File: config.mk
export PLATFORM = sky130hd
export DESIGN_NAME = nsrt_ctrl
export DESIGN_NICKNAME = d
export VERILOG_FILES = /design/src/nsrt_pkg.sv /design/src/nsrt_ctrl.sv
export SDC_FILE = /design/constraint.sdc
export NUM_CORES = 1
export LEC_CHECK = 0
export BUFFER_PORTS_ARGS = -buffer_cell sky130_fd_sc_hd__buf_2
export CAP_MARGIN = 25
export CORE_AREA = 8 8 45 47
export CTS_CLUSTER_DIAMETER = 80
export DETAILED_ROUTE_END_ITERATION = 6
export DIE_AREA = 0 0 53 55
export SLEW_MARGIN = 20
export SYNTH_ARGS = -nofsm -noshare
export SYNTH_HDL_FRONTEND = slang
export SYNTH_SLANG_ARGS = --single-unit
File: constraint.sdc
create_clock -name clk -period 2.99 [get_ports clk]
set_input_delay 0.1495 -clock clk [delete_from_list [all_inputs] [get_ports clk]]
set_output_delay 0.1495 -clock clk [all_outputs]
set_load 0.1 [all_outputs]
File: src/nsrt_pkg.sv
package nsrt_pkg;
  localparam int POINT_SLOTS = 64;
  localparam int PRIM_SLOTS  = 64;
  localparam int SEG_SLOTS   = 32;
  localparam int NODE_BITS   = 32;

  localparam int PT_IW = $clog2(POINT_SLOTS);
  localparam int PR_IW = $clog2(PRIM_SLOTS);
  localparam int SG_IW = $clog2(SEG_SLOTS);

  localparam logic OP_UPDATE = 1'b0;
  localparam logic OP_CLEAR  = 1'b1;

  localparam logic [2:0] ST_NEW     = 3'd0;
  localparam logic [2:0] ST_RAISED  = 3'd1;
  localparam logic [2:0] ST_MARKED  = 3'd2;
  localparam logic [2:0] ST_LOWERED = 3'd3;
  localparam logic [2:0] ST_FREED   = 3'd4;
  localparam logic [2:0] ST_NONE    = 3'd5;
  localparam logic [2:0] ST_FULL    = 3'd6;

  localparam logic [2:0] ADDR_ADD_MODE = 3'd0;

  typedef struct packed {
    logic capture;
    logic match;
    logic seek;
    logic exec;
  } nsrt_cmd_t;

  typedef struct packed {
    logic out_busy;
  } nsrt_stat_t;
endpackage

File: src/nsrt_ctrl.sv
module nsrt_ctrl (
  input  logic               clk,
  input  logic               rst,
  input  logic               in_valid,
  output logic               in_ready,
  input  nsrt_pkg::nsrt_stat_t stat,
  output nsrt_pkg::nsrt_cmd_t  cmd
);
  localparam logic [1:0] S_IDLE  = 2'd0;
  localparam logic [1:0] S_MATCH = 2'd1;
  localparam logic [1:0] S_SEEK  = 2'd2;
  localparam logic [1:0] S_EXEC  = 2'd3;

  logic [1:0] state, state_next;

  assign in_ready    = (state == S_IDLE);
  assign cmd.capture = in_valid && in_ready;
  assign cmd.match   = (state == S_MATCH);
  assign cmd.seek    = (state == S_SEEK);
  assign cmd.exec    = (state == S_EXEC) && !stat.out_busy;

  always_comb begin
    state_next = state;
    case (state)
      S_IDLE:  if (cmd.capture) state_next = S_MATCH;
      S_MATCH: state_next = S_SEEK;
      S_SEEK:  state_next = S_EXEC;
      S_EXEC:  if (cmd.exec) state_next = S_IDLE;
      default: state_next = S_IDLE;
    endcase
  end

  always_ff @(posedge clk) begin
    if (rst) state <= S_IDLE;
    else state <= state_next;
  end
endmodule

=== Yosys cells after proc, flatten, opt, wreduce, memory -nomap -nowiden ===
Cells that the tools add are included.

* $add $sub $neg: 0
* Multiply operators: 0
* Divide/modulo/power cells: 0
* $lt $le $gt $ge: 0
* Equal/unequal tests: 5
* Shift operators: 0
* Mux-type cells: 3
* Bitwise logic cells: 0
* Reduce and logical (&&, ||, !) cells: 5

{| class="wikitable"
|+ Operator list
! kind !! number
|-
| 2-bit one-hot mux with 4 select lines || 1
|-
| 2-bit equality test, second input constant || 2
|-
| 2-bit 2-to-1 mux || 2
|-
| 2-bit by 1-bit equality test with 1-bit output, second input constant || 1
|-
| 1-bit logical AND || 2
|-
| 2-bit zero test || 1
|-
| 2-bit by 1-bit inequality test with 1-bit output, second input constant || 1
|-
| 2-bit inequality test, second input constant || 1
|-
| 2-bit AND reduction || 1
|-
| 1-bit zero test || 1
|}

* Register bits: 2
* Bits in latches: 0
* Memory bits (writable): 0
* Memory bits (read-only): 0
* Logic and storage cells: 14
* Memories kept: 0

=== Depth between registers and ports, before layout ===
* Depth in word-level cells: 4
* Depth in mapped cells: 5
* Depth with buffers taken out: 5

=== Worst setup path before layout ===
OpenSTA, ideal clock, no wires.

* Kind: reg-to-output
* Start point: register state[1]
* End point: output cmd[3] (netlist name)
* Data arrival time: 1.923 ns
* Path slack: 0.917 ns
* Stages on the path, launching flop included: 4
* Cells stage by stage: dfxtp_1 -> inv_1 -> ha_1 -> and2_2

{| class="wikitable"
|+ RTL lines
! item !! line !! source
|-
| start, declared || nsrt_ctrl.sv:14 || <nowiki>logic [1:0] state, state_next;</nowiki>
|-
| start signal, assigned || nsrt_ctrl.sv:35 || <nowiki>else state <= state_next;</nowiki>
|-
| end, declared || nsrt_ctrl.sv:7 || <nowiki>output nsrt_pkg::nsrt_cmd_t cmd</nowiki>
|}

==> impl_metrics.csv <==
group,metric,value,unit
synth,synth.top_cells.by_count,"sky130_fd_sc_hd__ha_1, sky130_fd_sc_hd__inv_1, sky130_fd_sc_hd__dfxtp_1",
final_layout,final_nets,39,
setup_path,cp_slowest_stage_delay,0.41,ns
drt,detailedRoute.firstIterationViolations,1,
clocking,cts_made_buffers,3,
die,dieArea,0.00292,mm^2
grt,grt_max_degree,5,
setup_path,crit_arrival,1.49,ns
synth,number_of_enable_type_register_cells_in_the_synthesized_netlist,0,
final_layout,antenna_cells_inserted,0,
sta,unrepaired_setup_endpoints_after_global_routing,"no",
drt,routed_wire_length_per_instance,9.22,um
flow_run,max_cap_viol_count,0,
sta,max_freq,611,MHz
final_layout,fraction_of_final_layout_cells_sized_beyond_drive_strength_1,51.7,%
drt,totalWireLength,415,um
final_layout,largestRegisters,"state (2)",
grt,grt-ovfl-total,0,
drt,detail_route.drc_violations,0,
clocking,post_cts_resize_count,0,
setup_path,critPathSlowestCell,"sky130_fd_sc_hd__buf_2",
synth,syn-num-nets,26,
sta,report.final.slew_viol_count,0,
placement,portBuffers,8,
synth,synth-seq-area-share,23.2,%
clocking,cts_hold_buffers,0,
drt,detail_route.vias_per_cell,3.71,
final_layout,fin_util,18.4,%
synth,ys_ff_latch,2,
synth,synthArstFlopShare,0,%
hold_path,min_path_type,"in2reg",
synth,synthFlopType,"sky130_fd_sc_hd__dfxtp_1",
run_status,status,"complete, no violations",
final_layout,registers.top_by_ff_count,"state",
synth,post_synth_instance_area,173,um^2
setup_path,setup.worst_path.end_class,"primary output",
sta,finalSetupViolCount,0,
synth,synth.yosys.warnings,0,
final_layout,largest_reg_flops,2,
sta,worst_slew_pin_slew,0.487,ns
sta,final.min_clock_period,1.64,ns
grt,number_of_global_route_vias_before_repair,170,
synth,area_fraction_of_the_dominant_cell_type_after_synthesis,29.0,%
synth,netlist.top_cell.by_area,"sky130_fd_sc_hd__ha_1",
clocking,tritoncts,"built",
die,die-width,53,um
grt,grt_antenna_before_repair,0,
clocking,postCtsSetupBuffers,0,
final_layout,fill_cells,158,
final_layout,area_growth,47.8,%
setup_path,cp_cell_sequence,"inv_1 > ha_1 > and2_2 > buf_2",
die,top_level_ports,9,
sta,report.final.hold_viol_count,0,
grt,track_usage,3.76,%
clocking,clk_latency,0.23,ns
sta,finClkSkew,0.000112,ns
sta,slew_headroom,67.7,%
die,fp.coreArea,0.00138,mm^2
clocking,cts-htree-levels,1,
placement,gp_congestion,0.698,
synth,syn_avg_cell_area,9.59,um^2
clocking,clock-sinks,2,
drt,ant_nets,0,
synth,gate_count_post_synth,18,
synth,synth.most_common_cell,"sky130_fd_sc_hd__ha_1",
synth,synth.top_cells.by_area,"sky130_fd_sc_hd__ha_1, sky130_fd_sc_hd__dfxtp_1, sky130_fd_sc_hd__nand2b_4",
die,floorplan.initialDensity,12.5,%
sta,finalSetupTns,0,ns
sta,period_share,54.7,%
drt,dr_total_vias,167,
setup_path,start_kind,"flip-flop",
clocking,ctsRootBufferMaster,"sky130_fd_sc_hd__clkbuf_4",
setup_path,worst-endpoint-required,2.84,ns
setup_path,timing.setup.critical_path_class,"reg2out",
die,rows,14,
setup_path,max_fo_critical_path,4,
clocking,ctsLongestPathBuffers,2,
grt,grt_first_pass_wirelength,655,um
die,die_h,55,um
synth,netlist-cell-type-count,12,
drt,drt-pass1-iter-count,2,
clocking,clkTransAtPathRegs,0.03,ns
## path summary, 6_finish.rpt
path / from / to / slack [ns] / depth (start not counted)
max: state[1] / cmd[3] / 1.35 / 4
min: rst / state[0] / 0.12 / 2
max reg2reg: state[0] / state[1] / 1.78 / 5
min reg2reg: state[0] / state[0] / 0.56 / 2
## cell families (layout without fill, tap and decap cells)
| group | after synthesis | after routing | share of synthesized area (%) |
|---|---|---|---|
| compound gates | 4 | 4 | 21.0 |
| fa+ha+maj | 4 | 4 | 29.0 |
| simple gates | 5 | 5 | 20.3 |
| buf+inv | 3 | 14 | 6.52 |
| flops | 2 | 2 | 23.2 |
## metal layers
layer,track usage (%),part of all wire (%)
met5,0,0
met4,5.17,5.1
met3,3.74,22
met2,5.27,43
met1,2.42,30
## critical path: cells and delay by family (launching register included)
family / cells / cell delay (ns)
and+or+nand+nor: 1 / 0.16
DFF: 1 / 0.31
adders and majority gates: 1 / 0.25
buffers and inverters: 2 / 0.52
## area by class of cell
cell class	count	area, um^2	share of cell area [%]
clock buffers	3	22.5	8.82
well taps	16	20.0	7.84
inverters	3	11.3	4.41
flip-flops and latches	2	40.0	15.7
multi-input cells	13	121	47.5
repair buffers	8	40.0	15.7
## cells in the final DEF, fill, tap and decap left out
master / Yosys / final
sky130_fd_sc_hd__a21oi_1: 1 / 1
sky130_fd_sc_hd__ha_1: 4 / 4
sky130_fd_sc_hd__nor2b_1: 1 / 1
sky130_fd_sc_hd__clkbuf_4: 0 / 3
sky130_fd_sc_hd__a211oi_1: 1 / 1
sky130_fd_sc_hd__dfxtp_1: 2 / 2
sky130_fd_sc_hd__buf_2: 0 / 8
sky130_fd_sc_hd__inv_1: 3 / 3
sky130_fd_sc_hd__a41o_2: 1 / 1
sky130_fd_sc_hd__a211oi_2: 1 / 1
sky130_fd_sc_hd__nor2_1: 1 / 1
sky130_fd_sc_hd__and2_2: 1 / 1
sky130_fd_sc_hd__nand2b_4: 1 / 1
sky130_fd_sc_hd__nand2_1: 1 / 1
## through the flow
step	worst slack (ns)	instance area [um^2]	hold slack (ns)	instances
after floorplan	0.917	173	0.222	18
after global placement	1.61	233	0.361	42
after detailed placement	1.59	233	0.361	42
after CTS	1.34	255	0.118	45
after global routing	1.25	255	0.125	45
final	1.35	255	0.124	45
Power is left out: the tool's default activity adds up to more than one toggle a clock period on the data nets, which glitch-free logic cannot reach.
